[src/rtl/sphk_pkg.sv]
// Shared constants, codes and lane structs for the SPH smoothing kernel unit.
// No dependencies; every other file but sphk_if refers to this package by scoped names.
package sphk_pkg;

    localparam int FRAC_BITS   = 16;
    localparam int COEF_FRAC   = 32;
    localparam int SQRT_STAGES = 32;
    localparam int DIV_STAGES  = 32;
    localparam int LANES       = 4;
    localparam int A_W         = 68;
    localparam int M_W         = 64;
    localparam int SH_W        = 8;
    localparam int PROD_W      = 256;

    localparam int MUL_LAT     = 3;
    localparam int MUL_LIMBS   = 7;
    localparam int MUL_A_W     = 32 * MUL_LIMBS;
    localparam int MUL_ROW_W   = 32 * (MUL_LIMBS + 1);
    localparam int MUL_P_W     = MUL_ROW_W + 32;
    localparam int LANE_LAT    = 3 * MUL_LAT + 1 + DIV_STAGES;
    localparam int PIPE_LAT    = 3 + SQRT_STAGES + 1 + LANE_LAT + 1;

    localparam logic [SH_W-1:0] SH_POLY6 = SH_W'(COEF_FRAC + 5 * FRAC_BITS);
    localparam logic [SH_W-1:0] SH_LAPL  = SH_W'(COEF_FRAC + 3 * FRAC_BITS);
    localparam logic [SH_W-1:0] SH_GRAD  = SH_W'(COEF_FRAC + 4 * FRAC_BITS);
    localparam logic [SH_W-1:0] SH_SPIKY = SH_W'(COEF_FRAC + FRAC_BITS);
    localparam logic [SH_W-1:0] SH_VISC  = SH_W'(COEF_FRAC);

    localparam logic [2:0] ACT_POLY6      = 3'd0;
    localparam logic [2:0] ACT_POLY6_GRAD = 3'd1;
    localparam logic [2:0] ACT_POLY6_LAPL = 3'd2;
    localparam logic [2:0] ACT_SPIKY_GRAD = 3'd3;
    localparam logic [2:0] ACT_VISC_LAPL  = 3'd4;

    localparam logic [1:0] REG_SMOOTHING_LENGTH = 2'd0;
    localparam logic [1:0] REG_POLY6_COEF       = 2'd1;
    localparam logic [1:0] REG_POLY6_DERIV_COEF = 2'd2;
    localparam logic [1:0] REG_SPIKY_COEF       = 2'd3;

    typedef struct packed {
        logic [A_W-1:0]  a;
        logic [M_W-1:0]  m1;
        logic [M_W-1:0]  m2;
        logic [M_W-1:0]  m3;
        logic [SH_W-1:0] sh;
        logic            spiky;
        logic            neg;
        logic [31:0]     len;
    } t_lane_op;

    typedef struct packed {
        logic [31:0] mag;
        logic        neg;
        logic        sat;
    } t_lane_res;

endpackage

[src/rtl/sphk_sqrt.sv]
// Pipelined integer square root, one result bit per stage, 64-bit radicand.
// Depends on sphk_pkg for the stage count.
module sphk_sqrt (
    input  logic        i_clk,
    input  logic        i_en,
    input  logic [63:0] i_val,
    output logic [31:0] o_root
);

    logic [63:0] r_n [sphk_pkg::SQRT_STAGES];
    logic [63:0] r_r [sphk_pkg::SQRT_STAGES];

    for (genvar k = 0; k < sphk_pkg::SQRT_STAGES; k++) begin : g_st
        logic [63:0] src_n;
        logic [63:0] src_r;
        logic [63:0] bitv;
        logic [63:0] trial;
        logic        ge;
        logic [63:0] n_n;
        logic [63:0] n_r;

        if (k == 0) begin : g_first
            assign src_n = i_val;
            assign src_r = 64'd0;
        end else begin : g_next
            assign src_n = r_n[k-1];
            assign src_r = r_r[k-1];
        end

        assign bitv  = 64'd1 << (62 - 2 * k);
        assign trial = src_r + bitv;
        assign ge    = (src_n >= trial);
        assign n_n   = ge ? (src_n - trial) : src_n;
        assign n_r   = ge ? ((src_r >> 1) + bitv) : (src_r >> 1);

        always_ff @(posedge i_clk) begin
            if (i_en) begin
                r_n[k] <= n_n;
                r_r[k] <= n_r;
            end
        end
    end

    assign o_root = r_r[sphk_pkg::SQRT_STAGES-1][31:0];

endmodule

[config.mk]
export PLATFORM = sky130hd
export DESIGN_NAME = sphk_sqrt
export DESIGN_NICKNAME = d
export VERILOG_FILES = /design/src/rtl/sphk_pkg.sv /design/src/rtl/sphk_sqrt.sv
export SDC_FILE = /design/constraint.sdc
export NUM_CORES = 2
export LEC_CHECK = 0
export BUFFER_PORTS_ARGS = -buffer_cell sky130_fd_sc_hd__buf_2
export CAP_MARGIN = 25
export CORE_MARGIN = 10
export CORE_UTILIZATION = 40
export DETAILED_ROUTE_END_ITERATION = 10
export GPL_TIMING_DRIVEN = 0
export PLACE_DENSITY = 0.56
export SLEW_MARGIN = 0
export SYNTH_ARGS = -nofsm -noshare
export SYNTH_HDL_FRONTEND = slang
export SYNTH_SLANG_ARGS = --single-unit
[constraint.sdc]
create_clock -name i_clk -period 7.7 [get_ports i_clk]
set_input_delay 0.385 -clock i_clk [delete_from_list [all_inputs] [get_ports i_clk]]
set_output_delay 0.385 -clock i_clk [all_outputs]
set_load 0.05 [all_outputs]
==> flow_summary.json <==
{
  "status": "finished clean",
  "vias": 76200,
  "max-cap-violations": 0,
  "synth-seq-area-share_pct": 63.0,
  "drtIter0Drc": 6990,
  "max_stage_delay_ns": 0.86,
  "rsz0062_at_grt": "false",
  "cp.required_ns": 8.27,
  "slew_headroom_pct": 27.1,
  "syn_area_per_cell_um2": 12.7,
  "clk_pin_slew_ns": 0.06,
  "synth_warnings": 0,
  "synth_area_leader_cell": "edfxtp_1",
  "fin_tns_setup_ns": 0,
  "path_common_cell": "clkbuf_1",
  "track_usage_pct": 18.8,
  "worst_pin_slew_ns": 1.09,
  "clk_path_buf_depth": 4,
  "path_buf_inv": 3,
  "cpLargestDelayFamily": "simple AND/OR/NAND/NOR gates",
  "cts-resized-gates": 0,
  "gr-total-overflow": 0,
  "synthTopCellsByArea": "edfxtp_1 (63%), ha_1 (5.8%), xnor2_1 (3.7%), a21oi_1 (2.9%), xor2_1 (2.7%)",
  "start_util_pct": 40.3,
  "drt-total-wl_um": 315000,
  "io_buffers": 97,
  "synth.cell_area_mm2": 0.120,
  "wl_per_cell_um": 22.4,
  "worst_slack_ns": 2.25,
  "grt_first_pass_wirelength_um": 471000,
  "ir_worst_vdd_mv": 0.193,
  "cts_sinks": 2512,
  "synthMostInstantiatedCell": "edfxtp_1",
  "grt_start_max_net_pins": 189,
  "ant_nets": 0,
  "fin_nets": 10500,
  "crit_type": "flop to flop",
  "async_reset_ff_share_pct": 0,
  "clock.fmax_ghz": 0.184,
  "slew_violations": 0,
  "end_kind": "flop",
  "die_w_um": 567,
  "ys.flop_type": "edfxtp_1",
  "rows": 200,
  "route.detailed.drc": 0,
  "synth_seq_cells": 2512,
  "io-pin-count": 98,
  "worstPathCellList": "ha_1 -> clkbuf_1 -> a21oi_1 -> o21ai_0 -> and3_1 -> nor4_1 -> nor4b_1 -> nor2_1 -> clkbuf_1 -> clkbuf_1 -> a21oi_1",
  "drive_gt1_share_pct": 7.22,
  "synth_cell_types": 95,
  "cts-root-buf": "clkbuf_16",
  "first_global_vias": 74800,
  "cts_made_buffers": 283,
  "synth_edf_count": 2512,
  "die_h_um": 567,
  "finalCriticalPeriod_ns": 5.45,
  "antenna_found_initial": 14,
  "firstDrtPassIters": 6,
  "coreArea_mm2": 0.298,
  "finalSetupViolCount": 0,
  "hold_viol": 0,
  "vias_per_cell": 5.41,
  "synth_common_cells": "edfxtp_1 (2512), nor2_1 (726), a21oi_1 (690)",
  "synth_top_area_share_pct": 63.0,
  "min_path_type": "primary input to flop",
  "gp_congestion": 0.931,
  "worst_setup_path_start_kind": "flop",
  "clk_latency_ns": 0.91,
  "final.period_utilization_pct": 70.7,
  "cp_max_fo": 10,
  "htreeDepth": 5,
  "pre_cts_slack_ns": 2.22,
  "fin_worst_skew_ns": 0.0685,
  "p_leak_nw": 50.8,
  "p_per_area_mw_per_mm2": 301,
  "crit_slowest_cell": "nor4b_1",
  "syn2layout_area_growth_pct": 13.2,
  "tritoncts": "built",
  "synthesis.instances": 9448,
  "arrival_ns": 6.01,
  "syn_nets": 10100,
  "dieArea_mm2": 0.322,
  "hpwl_um": 239000
}
stage by stage:
stage	std cells	hold WS, ns	area (um2)	utilization (%)	total power, mW
6_report	14100	0.186	136000	45.6	40.8
3_5_place_dp	13500	0.431	126000	42.3	27.4
3_3_place_gp	13500	0.428	125000	42.1	28.5
5_1_grt	14100	0.134	136000	45.6	42.8
2_1_floorplan	9448	0.417	120000	-	24.5
4_1_cts	14100	0.0902	136000	45.6	41.1
where the power goes:
group	internal, mW	switching (mW)
clock	7.91	5.55
sequential	17.4	1.41
combinational	3.46	5.07
total	28.8	12.0
flip-flops by register name, indices dropped and copies added (netlist names):
name,cells
r_r,528
r_n,1984
logic make-up after synthesis:
kind of cell	count (synthesis)	synth area share, %
AO/OA/AOI/OAI	1761	9.10
XOR/XNOR	875	6.40
adder cells (fa/ha/maj)	558	5.83
buffers and inverters	869	2.80
flip-flops	2512	63.0
multiplexers	106	0.993
AND/OR/NAND/NOR	2767	11.9
area by class of cell:
type	count	area, um2
Tap cell	3939	4930
Antenna cell	8	20.0
Inverter	689	2590
Clock buffer	338	7390
Timing Repair Buffer	192	1660
Multi-Input combinational cell	6067	41000
Buffer	180	769
Sequential cell	2512	75400
Fill cell	26700	162000
Clock inverter	165	1810
cells in the final DEF (no fill, tap or decap), drive strengths merged, types with 92 or more instances in the layout:
master,Yosys,routed
nand2,526,526
ha,558,558
nand3,166,166
nand2b,116,116
o21a,92,92
xnor2,502,502
nor2,726,726
a21o,243,243
a21oi,690,690
nor4,332,332
xor2,373,373
buf,39,163
nand4,144,144
edfxtp,2512,2512
inv,689,704
nor3,230,230
clkinv,0,108
clkbuf,141,482
o21ai,326,326
mux2,100,100
final timing paths:
kind / startpoint / endpoint / slack [ns] / cells after the start
worst max register to register: r_n[1][423]$_DFFE_PP_ / r_n[1][472]$_DFFE_PP_ / 2.25 / 11
worst min-delay path: i_val[50] / r_n[0][50]$_DFFE_PP_ / 0.19 / 2
worst min register to register: r_n[1][515]$_DFFE_PP_ / r_n[1][579]$_DFFE_PP_ / 0.40 / 0
worst max-delay path: r_n[1][423]$_DFFE_PP_ / r_n[1][472]$_DFFE_PP_ / 2.25 / 11
what timing repair did:
item	4_1_cts	5_1_grt
hold buffers	65	0
buffers inserted	0	0
hold endpoints to repair	65	0
layer usage:
| layer | up-vias | GRT usage [%] | wire [um] |
|---|---|---|---|
| met5 | - | 0 | 34 |
| met4 | 4 | 4.14 | 6800 |
| met3 | 373 | 3.01 | 17500 |
| met2 | 1918 | 30.7 | 147000 |
| met1 | 37600 | 26.4 | 144000 |
| li1 | 36400 | - | - |
No activity file was read; power rests on OpenSTA's default activity.
